File: config.mk
export PLATFORM = sky130hd
export DESIGN_NAME = serial_rc_frame_to_ppm_core
export DESIGN_NICKNAME = d
export VERILOG_FILES = /design/src/design/srppm_pkg.sv /design/src/design/srppm_front.sv /design/src/design/srppm_fifo.sv /design/src/design/srppm_tick_div.sv /design/src/design/srppm_back.sv /design/src/design/serial_rc_frame_to_ppm_core.sv
export SDC_FILE = /design/constraint.sdc
export NUM_CORES = 1
export LEC_CHECK = 0
export ABC_AREA = 1
export CORE_MARGIN = 4
export CORE_UTILIZATION = 55
export CTS_BUF_LIST = sky130_fd_sc_hd__clkbuf_8 sky130_fd_sc_hd__clkbuf_16
export DETAILED_ROUTE_END_ITERATION = 8
export DONT_BUFFER_PORTS = 1
export PLACE_DENSITY_LB_ADDON = 0.1
export SLEW_MARGIN = 5
export SYNTH_ARGS = -nofsm -noshare
export SYNTH_HDL_FRONTEND = slang
export SYNTH_HIERARCHICAL = 1
export SYNTH_SLANG_ARGS = --single-unit
File: constraint.sdc
create_clock -name aclk -period 6 [get_ports aclk]
set_input_delay 0.6 -clock aclk [delete_from_list [all_inputs] [get_ports aclk]]
set_output_delay 0.6 -clock aclk [all_outputs]
set_load 0.005 [all_outputs]
File: src/design/srppm_pkg.sv
`timescale 1ns / 1ps
// ----------------------------------------------------------------------------
// srppm_pkg
// Shared types and constants for the serial RC frame to PPM converter.
// ----------------------------------------------------------------------------
`default_nettype none

package srppm_pkg;

    localparam logic FUNC_BYTE    = 1'b0;
    localparam logic FUNC_COMPARE = 1'b1;

    localparam logic [7:0] SYNC_PREV    = 8'h03;
    localparam logic [7:0] SYNC_CUR     = 8'h01;
    localparam logic [4:0] COUNT_MAX    = 5'd20;
    localparam logic [4:0] COMMIT_COUNT = 5'd12;
    localparam logic [4:0] FIRST_COUNT  = 5'd2;

    localparam int PULSE_BASE_US = 884;
    localparam int DEFAULT_US    = 1500;
    localparam int FRAME_US      = 28000;

    localparam int US_W    = 12;
    localparam int TICKS_W = 16;
    localparam int VALUE_W = 10;
    localparam int CIDX_W  = 3;

    localparam int REG_FRAME_TICKS = 0;
    localparam int ADDR_W          = 3;

    localparam int QUEUE_DEPTH = 4;

    typedef struct packed {
        logic                step;
        logic                dec_en;
        logic                commit;
        logic [CIDX_W-1:0]   dec_idx;
        logic [VALUE_W-1:0]  dec_val;
    } srppm_cmd_t;

endpackage

`default_nettype wire

File: src/design/srppm_front.sv
`timescale 1ns / 1ps
// ----------------------------------------------------------------------------
// srppm_front
// Input side: tracks serial frame position and turns beats into commands.
// ----------------------------------------------------------------------------
`default_nettype none

module srppm_front #(
    parameter int CHANNELS = 8
) (
    input  wire                       aclk,
    input  wire                       aresetn,
    input  wire                       s_tvalid,
    output logic                      s_tready,
    input  wire  [7:0]                s_tdata,   // [7:0] rx_byte
    input  wire  [0:0]                s_tuser,   // [0] func
    input  wire                       q_full,
    output logic                      q_push,
    output srppm_pkg::srppm_cmd_t     q_cmd
);
    import srppm_pkg::*;

    logic [4:0] byte_count_reg, byte_count_next;
    logic [7:0] prev_byte_reg;
    logic [4:0] cnt_eff;
    logic [3:0] idx;
    logic       dec_hit, dec_en, commit, accept, is_byte;

    assign s_tready = !q_full;
    assign accept   = s_tvalid && s_tready;
    assign is_byte  = (s_tuser[0] == FUNC_BYTE);

    always_comb begin
        cnt_eff = (prev_byte_reg == SYNC_PREV && s_tdata == SYNC_CUR) ? 5'd0 : byte_count_reg;
        dec_hit = (cnt_eff >= FIRST_COUNT) && (cnt_eff <= COMMIT_COUNT) && !cnt_eff[0];
        idx     = cnt_eff[4:1] - 4'd1;
        dec_en  = dec_hit && ({1'b0, idx} < 5'(CHANNELS));
        commit  = (cnt_eff == COMMIT_COUNT);
        byte_count_next = (cnt_eff < COUNT_MAX) ? cnt_eff + 5'd1 : cnt_eff;
    end

    always_comb begin
        q_cmd.step    = !is_byte;
        q_cmd.dec_en  = is_byte && dec_en;
        q_cmd.commit  = is_byte && commit;
        q_cmd.dec_idx = idx[CIDX_W-1:0];
        q_cmd.dec_val = {prev_byte_reg[1:0], s_tdata};
        q_push = accept && (!is_byte || dec_en || commit);
    end

    always_ff @(posedge aclk) begin
        if (!aresetn) begin
            byte_count_reg <= 5'd0;
            prev_byte_reg  <= 8'd0;
        end else if (accept && is_byte) begin
            byte_count_reg <= byte_count_next;
            prev_byte_reg  <= s_tdata;
        end
    end

endmodule

`default_nettype wire

File: src/design/srppm_fifo.sv
`timescale 1ns / 1ps
// ----------------------------------------------------------------------------
// srppm_fifo
// Short command queue between the front and back parts.
// ----------------------------------------------------------------------------
`default_nettype none

module srppm_fifo (
    input  wire                       aclk,
    input  wire                       aresetn,
    input  wire                       push,
    input  srppm_pkg::srppm_cmd_t     push_cmd,
    input  wire                       pop,
    output srppm_pkg::srppm_cmd_t     pop_cmd,
    output logic                      full,
    output logic                      empty
);
    import srppm_pkg::*;

    localparam int PTR_W = $clog2(QUEUE_DEPTH);

    srppm_cmd_t         mem_reg [QUEUE_DEPTH];
    logic [PTR_W-1:0]   wr_ptr_reg, rd_ptr_reg;
    logic [PTR_W:0]     count_reg;
    logic               do_push, do_pop;

    assign full    = (count_reg == (PTR_W+1)'(QUEUE_DEPTH));
    assign empty   = (count_reg == '0);
    assign do_push = push && !full;
    assign do_pop  = pop && !empty;
    assign pop_cmd = mem_reg[rd_ptr_reg];

    always_ff @(posedge aclk) begin
        if (do_push) begin
            mem_reg[wr_ptr_reg] <= push_cmd;
        end
    end

    always_ff @(posedge aclk) begin
        if (!aresetn) begin
            wr_ptr_reg <= '0;
            rd_ptr_reg <= '0;
            count_reg  <= '0;
        end else begin
            if (do_push) begin
                wr_ptr_reg <= wr_ptr_reg + PTR_W'(1);
            end
            if (do_pop) begin
                rd_ptr_reg <= rd_ptr_reg + PTR_W'(1);
            end
            if (do_push && !do_pop) begin
                count_reg <= count_reg + (PTR_W+1)'(1);
            end else if (do_pop && !do_push) begin
                count_reg <= count_reg - (PTR_W+1)'(1);
            end
        end
    end

endmodule

`default_nettype wire

File: src/design/srppm_tick_div.sv
`timescale 1ns / 1ps
// ----------------------------------------------------------------------------
// srppm_tick_div
// Division by a constant through one reciprocal multiply; the quotient is
// valid the cycle after start and is exact for every numerator below
// 2**NUM_W.
// ----------------------------------------------------------------------------
`default_nettype none

module srppm_tick_div #(
    parameter int NUM_W   = 28,
    parameter int DIVISOR = 64000
) (
    input  wire                 aclk,
    input  wire                 aresetn,
    input  wire                 start,
    input  wire  [NUM_W-1:0]    numer,
    output logic                done,
    output logic [NUM_W-1:0]    quot
);
    localparam int SHIFT  = NUM_W + $clog2(DIVISOR);
    localparam int RCP_W  = NUM_W + 1;
    localparam int PROD_W = NUM_W + RCP_W;
    localparam logic [63:0] RCP_FULL =
        ((64'd1 << SHIFT) + 64'(DIVISOR) - 64'd1) / 64'(DIVISOR);
    localparam logic [RCP_W-1:0] RCP = RCP_W'(RCP_FULL);

    logic [PROD_W-1:0] prod_reg;
    logic              done_reg;

    assign done = done_reg;
    assign quot = NUM_W'(prod_reg >> SHIFT);

    always_ff @(posedge aclk) begin
        if (!aresetn) begin
            done_reg <= 1'b0;
        end else begin
            done_reg <= start;
        end
    end

    always_ff @(posedge aclk) begin
        if (start) begin
            prod_reg <= PROD_W'(numer) * PROD_W'(RCP);
        end
    end

endmodule

`default_nettype wire

File: src/design/srppm_back.sv
`timescale 1ns / 1ps
// ----------------------------------------------------------------------------
// srppm_back
// Execution side: stores decoded channels, converts them to timer ticks on
// commit, and steps through the PPM slots on compare events.
// ----------------------------------------------------------------------------
`default_nettype none

module srppm_back #(
    parameter int CHANNELS       = 8,
    parameter int CLOCK_KHZ      = 16000,
    parameter int TIMER_PRESCALE = 64
) (
    input  wire                       aclk,
    input  wire                       aresetn,
    input  wire                       q_empty,
    input  srppm_pkg::srppm_cmd_t     q_cmd,
    output logic                      q_pop,
    input  wire  [15:0]               frame_ticks,
    output logic                      m_tvalid,
    input  wire                       m_tready,
    output logic [23:0]               m_tdata    // [15:0] period_ticks, [19:16] slot
);
    import srppm_pkg::*;

    localparam int IDX_W  = $clog2(CHANNELS);
    localparam int SLOT_W = $clog2(CHANNELS + 1);
    localparam int NUM_W  = $clog2(CLOCK_KHZ * (PULSE_BASE_US + 1279 + 1));
    localparam int DIV_K  = 1000 * TIMER_PRESCALE;
    localparam int DEF_RAW = CLOCK_KHZ * DEFAULT_US / 1000 / TIMER_PRESCALE;
    localparam logic [TICKS_W-1:0] DEF_TICKS =
        (DEF_RAW > 65535) ? 16'hFFFF : TICKS_W'(DEF_RAW);
    localparam logic [SLOT_W-1:0] SLOT_SYNC = SLOT_W'(CHANNELS);
    localparam logic [SLOT_W:0]   SLOT_WRAP = (SLOT_W+1)'(CHANNELS + 1);
    localparam logic [IDX_W-1:0]  LAST_CH   = IDX_W'(CHANNELS - 1);

    localparam logic [1:0] ST_IDLE  = 2'd0;
    localparam logic [1:0] ST_LOAD  = 2'd1;
    localparam logic [1:0] ST_START = 2'd2;
    localparam logic [1:0] ST_WAIT  = 2'd3;

    logic [1:0]          state_reg, state_next;
    logic [IDX_W-1:0]    ch_reg, ch_next;
    logic [VALUE_W-1:0]  decoded_reg [CHANNELS];
    logic [TICKS_W-1:0]  slot_ticks_reg [CHANNELS];
    logic [SLOT_W-1:0]   cur_slot_reg;
    logic [TICKS_W-1:0]  gap_reg;
    logic [NUM_W-1:0]    numer_reg;
    logic                m_tvalid_reg;
    logic [TICKS_W-1:0]  period_reg;
    logic [3:0]          slot_out_reg;

    logic                out_free, do_step, div_start, div_done;
    logic [NUM_W-1:0]    div_quot;
    logic [TICKS_W-1:0]  tick_sat;
    logic [VALUE_W-1:0]  cval;
    logic [US_W-1:0]     pulse_us;
    logic [SLOT_W:0]     slot_inc;
    logic [SLOT_W-1:0]   new_slot;
    logic [TICKS_W-1:0]  gap_base, gap_new, period;

    assign out_free  = !m_tvalid_reg || m_tready;
    assign q_pop     = (state_reg == ST_IDLE) && !q_empty && (!q_cmd.step || out_free);
    assign do_step   = q_pop && q_cmd.step;
    assign div_start = (state_reg == ST_START);
    assign m_tvalid  = m_tvalid_reg;
    assign m_tdata   = {4'b0, slot_out_reg, period_reg};

    always_comb begin
        cval     = decoded_reg[ch_reg];
        pulse_us = US_W'(PULSE_BASE_US) + {2'b0, cval} + {4'b0, cval[VALUE_W-1:2]};
        tick_sat = (|div_quot[NUM_W-1:TICKS_W]) ? 16'hFFFF : div_quot[TICKS_W-1:0];
    end

    always_comb begin
        slot_inc = {1'b0, cur_slot_reg} + (SLOT_W+1)'(1);
        if (slot_inc >= SLOT_WRAP) begin
            new_slot = '0;
            gap_base = frame_ticks;
        end else begin
            new_slot = slot_inc[SLOT_W-1:0];
            gap_base = gap_reg;
        end
        if (new_slot < SLOT_SYNC) begin
            period  = slot_ticks_reg[new_slot[IDX_W-1:0]];
            gap_new = gap_base - period;
        end else begin
            period  = gap_base;
            gap_new = gap_base;
        end
    end

    always_comb begin
        state_next = state_reg;
        ch_next    = ch_reg;
        unique case (state_reg)
            ST_IDLE: begin
                if (q_pop && q_cmd.commit) begin
                    state_next = ST_LOAD;
                    ch_next    = '0;
                end
            end
            ST_LOAD:  state_next = ST_START;
            ST_START: state_next = ST_WAIT;
            ST_WAIT: begin
                if (div_done) begin
                    if (ch_reg == LAST_CH) begin
                        state_next = ST_IDLE;
                    end else begin
                        state_next = ST_LOAD;
                        ch_next    = ch_reg + IDX_W'(1);
                    end
                end
            end
            default:  state_next = ST_IDLE;
        endcase
    end

    always_ff @(posedge aclk) begin
        if (!aresetn) begin
            state_reg    <= ST_IDLE;
            ch_reg       <= '0;
            cur_slot_reg <= SLOT_W'(1);
            gap_reg      <= '0;
            m_tvalid_reg <= 1'b0;
            for (int k = 0; k < CHANNELS; k++) begin
                decoded_reg[k]    <= '0;
                slot_ticks_reg[k] <= DEF_TICKS;
            end
        end else begin
            state_reg <= state_next;
            ch_reg    <= ch_next;
            if (q_pop && q_cmd.dec_en) begin
                decoded_reg[IDX_W'(q_cmd.dec_idx)] <= q_cmd.dec_val;
            end
            if (state_reg == ST_WAIT && div_done) begin
                slot_ticks_reg[ch_reg] <= tick_sat;
            end
            if (do_step) begin
                cur_slot_reg <= new_slot;
                gap_reg      <= gap_new;
                m_tvalid_reg <= 1'b1;
            end else if (m_tready) begin
                m_tvalid_reg <= 1'b0;
            end
        end
    end

    always_ff @(posedge aclk) begin
        if (state_reg == ST_LOAD) begin
            numer_reg <= NUM_W'(CLOCK_KHZ) * {{(NUM_W-US_W){1'b0}}, pulse_us};
        end
        if (do_step) begin
            period_reg   <= period;
            slot_out_reg <= 4'(new_slot);
        end
    end

    srppm_tick_div #(
        .NUM_W   (NUM_W),
        .DIVISOR (DIV_K)
    ) u_div (
        .aclk    (aclk),
        .aresetn (aresetn),
        .start   (div_start),
        .numer   (numer_reg),
        .done    (div_done),
        .quot    (div_quot)
    );

    a_pop_idle: assert property (@(posedge aclk) disable iff (!aresetn)
        q_pop |-> state_reg == ST_IDLE)
        else $error("queue popped during commit");

    a_commit_starts: assert property (@(posedge aclk) disable iff (!aresetn)
        (q_pop && q_cmd.commit) |=> state_reg == ST_LOAD && ch_reg == '0)
        else $error("commit did not start conversion");

    a_slot_range: assert property (@(posedge aclk) disable iff (!aresetn)
        cur_slot_reg <= SLOT_SYNC)
        else $error("slot out of range");

    a_step_free: assert property (@(posedge aclk) disable iff (!aresetn)
        do_step |-> out_free)
        else $error("result overwritten before taken");

    a_done_wait: assert property (@(posedge aclk) disable iff (!aresetn)
        div_done |-> state_reg == ST_WAIT)
        else $error("divider finished outside conversion");

endmodule

`default_nettype wire

File: src/design/serial_rc_frame_to_ppm_core.sv
`timescale 1ns / 1ps
// ----------------------------------------------------------------------------
// serial_rc_frame_to_ppm_core
// Serial RC receiver frames in, PPM timer periods out.
// ----------------------------------------------------------------------------
// Bytes and compare events enter on the s_ stream (tuser = func) and are
// queued as commands in a four-entry queue. A compare event is answered in
// the cycle after it leaves the queue, which it does only when the output
// register is free. The byte that completes a frame (the twelfth) starts
// the tick conversion of all channels through one shared reciprocal
// multiplier, each channel passing through a load, a start and a wait
// state. Later beats keep entering the queue meanwhile while it has room
// and run in order after it. frame_ticks sits at address 0.
// ----------------------------------------------------------------------------
`default_nettype none

module serial_rc_frame_to_ppm_core #(
    parameter int CHANNELS       = 8,
    parameter int CLOCK_KHZ      = 16000,
    parameter int TIMER_PRESCALE = 64
) (
    input  wire         aclk,
    input  wire         aresetn,
    input  wire         s_tvalid,
    output logic        s_tready,
    input  wire  [7:0]  s_tdata,   // [7:0] rx_byte
    input  wire  [0:0]  s_tuser,   // [0] func
    output logic        m_tvalid,
    input  wire         m_tready,
    output logic [23:0] m_tdata,   // [15:0] period_ticks, [19:16] slot
    input  wire         psel,
    input  wire         penable,
    input  wire         pwrite,
    input  wire  [2:0]  paddr,
    input  wire  [31:0] pwdata,
    output logic [31:0] prdata,
    output logic        pready
);
    import srppm_pkg::*;

    localparam int FRAME_RAW = CLOCK_KHZ * FRAME_US / 1000 / TIMER_PRESCALE;
    localparam logic [TICKS_W-1:0] FRAME_RESET =
        (FRAME_RAW > 65535) ? 16'hFFFF : TICKS_W'(FRAME_RAW);
    localparam logic [ADDR_W-1:0] ADDR_FRAME = ADDR_W'(4 * REG_FRAME_TICKS);

    logic [TICKS_W-1:0] frame_ticks_reg;
    logic               q_push, q_pop, q_full, q_empty;
    srppm_cmd_t         push_cmd, pop_cmd;

    assign pready = 1'b1;
    assign prdata = (paddr == ADDR_FRAME) ? {16'b0, frame_ticks_reg} : 32'b0;

    always_ff @(posedge aclk) begin
        if (!aresetn) begin
            frame_ticks_reg <= FRAME_RESET;
        end else if (psel && penable && pwrite && pready && paddr == ADDR_FRAME) begin
            frame_ticks_reg <= pwdata[TICKS_W-1:0];
        end
    end

    srppm_front #(
        .CHANNELS (CHANNELS)
    ) u_front (
        .aclk     (aclk),
        .aresetn  (aresetn),
        .s_tvalid (s_tvalid),
        .s_tready (s_tready),
        .s_tdata  (s_tdata),
        .s_tuser  (s_tuser),
        .q_full   (q_full),
        .q_push   (q_push),
        .q_cmd    (push_cmd)
    );

    srppm_fifo u_fifo (
        .aclk     (aclk),
        .aresetn  (aresetn),
        .push     (q_push),
        .push_cmd (push_cmd),
        .pop      (q_pop),
        .pop_cmd  (pop_cmd),
        .full     (q_full),
        .empty    (q_empty)
    );

    srppm_back #(
        .CHANNELS       (CHANNELS),
        .CLOCK_KHZ      (CLOCK_KHZ),
        .TIMER_PRESCALE (TIMER_PRESCALE)
    ) u_back (
        .aclk        (aclk),
        .aresetn     (aresetn),
        .q_empty     (q_empty),
        .q_cmd       (pop_cmd),
        .q_pop       (q_pop),
        .frame_ticks (frame_ticks_reg),
        .m_tvalid    (m_tvalid),
        .m_tready    (m_tready),
        .m_tdata     (m_tdata)
    );

endmodule

`default_nettype wire
==> results.ini <==
[worst_setup_path]
critPathTopFamily=adder cells
worstPathRequired_ns=6.32
path_depth=28
cp_slowest_cell=fa_1
cp_max_fo=6
endpoint=u_back/numer_reg[23]
worst-setup-path-type=reg -> reg
cp_slowest_stage_delay_ns=0.54
arrival_ns=6.31
r2r_slack_ns=0.01
reg2reg_to=u_back/numer_reg[23]
cpMostUsedCell=fa_1
r2r_cells=28
critPathCaptureType=flop
critical_path_buf_inv_count=7
cp-start-kind=flop

[die]
die_area_um2=63400
num_rows=89
die_h_um=252
die_w_um=252
start_util_pct=55.5
coreArea_um2=58900
ios=110

[synthesis]
ys_ff_latch=390
synth.area.mux_share_pct=0.0612
synth.distinct_cells=64
synth_top_flop_cell=edfxtp_1
synth_edf_count=322
seq_area_frac_synth_pct=33.7
post_synth_fa_ha_maj_area_fraction_pct=28.9
yosysTopAreaCellShare_pct=29.6
synth_cells=3792
ys.warnings.count=6
async_flop_share_pct=0
synth-simple-area-share_pct=17.6
synth_xor_area_share_pct=1.17
synth_top_family_by_area=adder cells
avgSynthCellArea_um2=8.62
synth_compound_area_share_pct=6.39
synth_top_cells_by_area=edfxtp_1 30%, fa_1 15%, ha_1 14%, inv_1 9.5%, nand2_1 8.9%
synth_area_um2=32700
synth_area_leader_cell=edfxtp_1

[run_status]
status=finished clean

[drt]
vias=23900
first_pass_iters=5
drt_iter0_drc=1453
drt_wl_total_mm=75.8
antenna_left=0
wl_per_cell_um=15.8
vias_per_cell=5.01
route.detailed.drc=0

[cells_and_area]
nFillCells=5203
diodes=0
post-route-util_pct=61.8
area_growth_pct=11.4
largest_reg_flops=128
finalNetCount=4633
register_area_um2=11000
final_cell_mix=832 x inv_1, 766 x nand2_1, 354 x nor2_1
multi_input_area_um2=18500
drive_gt1_share_pct=10.4
layout_commonest_cell=inv_1

[timing]
finalSetupViolations=0
tns_ns=0
post-route-min-period_ns=5.99
slew_viol_final=0
fin_ws_ns=0.00977
fmax_ghz=0.167
slew_headroom_pct=13.6
rsz0062_at_grt=true
clock-skew-final_ns=0.0155
fin_crit_sh_pct=99.8
holdWs_ns=0.123
worst_pin_slew_ns=1.30
finalHoldViolCount=0

[placement]
port_buffers=0
gp_congestion=0.894
dp_hpwl_mm=57.4
place_ws_ns=-0.190

[hold_path]
worstHoldStart=s_tdata[3]
hold_path_depth=0
hold_class=in -> reg

[global_route]
first_global_vias=23700
antenna_found_initial=0
track_usage_pct=24.0
grt_first_pass_wirelength_mm=122
grt_max_degree=63
gr-total-overflow=0

[cts]
cts_htree_levels=2
clk_path_buf_depth=3
cts.sinks=390
cts_tree=built
cts_buffers=42
cts-root-buf=clkbuf_16
hold_buffers=0
cts.clk_slew.worst_paths_ns=0.06
clk_latency_ns=0.57

[run]
drv_cap=0

-- synthesized netlist by cell type (3+ instances only) --
cell and count:
inv_2 19, nor2_4 4, a21oi_1 113, nor3_1 11, buf_2 38, o21ai_0 131
o21bai_1 9, o211ai_1 7, nand2_1 774, a31oi_1 10, inv_1 827, a21o_1 3
nand2_4 6, a22oi_1 3, o22ai_1 30, o21ai_1 36, xnor2_1 7, conb_1 4
edfxtp_1 322, nor4_1 4, nand2_2 18, xor2_1 31, fa_1 245, a32oi_1 3
nor2_1 366, nand4_1 14, o21a_1 6, and2_1 3, dfxtp_1 68, o221ai_1 4
buf_1 4, or2_2 13, nor3_2 3, buf_6 3, ha_1 362, a211oi_1 5
buf_4 54, nand3_1 146, clkbuf_1 36, nand3b_1 4, nor2_2 16
-- cells by family (layout without fill, tap and decap cells) --
group / Yosys count / after routing
compound gates: 374 / 374
mux: 2 / 2
fa+ha+maj: 607 / 607
flops: 390 / 390
xor+xnor: 41 / 41
buf+inv: 985 / 1109
simple gates: 1389 / 1389
other cells: 4 / 96
-- metrics by stage --
step / cell area, um2 / instances
global route: 36400 / 4781
floorplan: 33100 / 3884
global placement: 34500 / 4677
detailed placement: 34500 / 4677
finish: 36400 / 4781
CTS: 35900 / 4758
-- per-layer routing --
| layer | vias to the layer above | global-route usage (%) | wire length [um] | part of all wire (%) |
|---|---|---|---|---|
| met3 | 98 | 3.49 | 4120 | 5.4 |
| met5 | - | 0 | 0 | 0 |
| met4 | 0 | 5.28 | 1570 | 2.1 |
| met1 | 11200 | 34.2 | 34400 | 45 |
| li1 | 12100 | - | - | - |
| met2 | 516 | 39.5 | 35700 | 47 |
-- timing repair --
| action | CTS | global route |
|---|---|---|
| gates resized for setup | 20 | 80 |
| pin swaps | 10 | 42 |
| buffers inserted | 2 | 23 |
| cloned | 2 | 0 |
| setup endpoints to repair | 7 | 19 |
-- how the worst min path moves through the flow --
stage,endpoint,slack [ns]
3_3_place_gp,u_back/gap_reg[4],0.45
5_1_grt,u_fifo/mem_reg[1][3],0.09
2_1_floorplan,u_back/gap_reg[2],0.44
6_report,u_fifo/mem_reg[3][3],0.12
3_5_place_dp,u_back/gap_reg[3],0.46
4_1_cts,u_fifo/mem_reg[2][5],0.09
-- final cells by class --
class,instances,share of cell area [%]
Clock buffer,43,2.92
Inverter,848,8.75
Clock inverter,34,0.722
Timing Repair Buffer,184,3.88
Sequential cell,390,30.3
Multi-Input combinational cell,2509,50.8
Tap cell,773,2.66
Power is left out: the tool's default activity adds up to more than one toggle a clock period on the data nets, which glitch-free logic cannot reach.
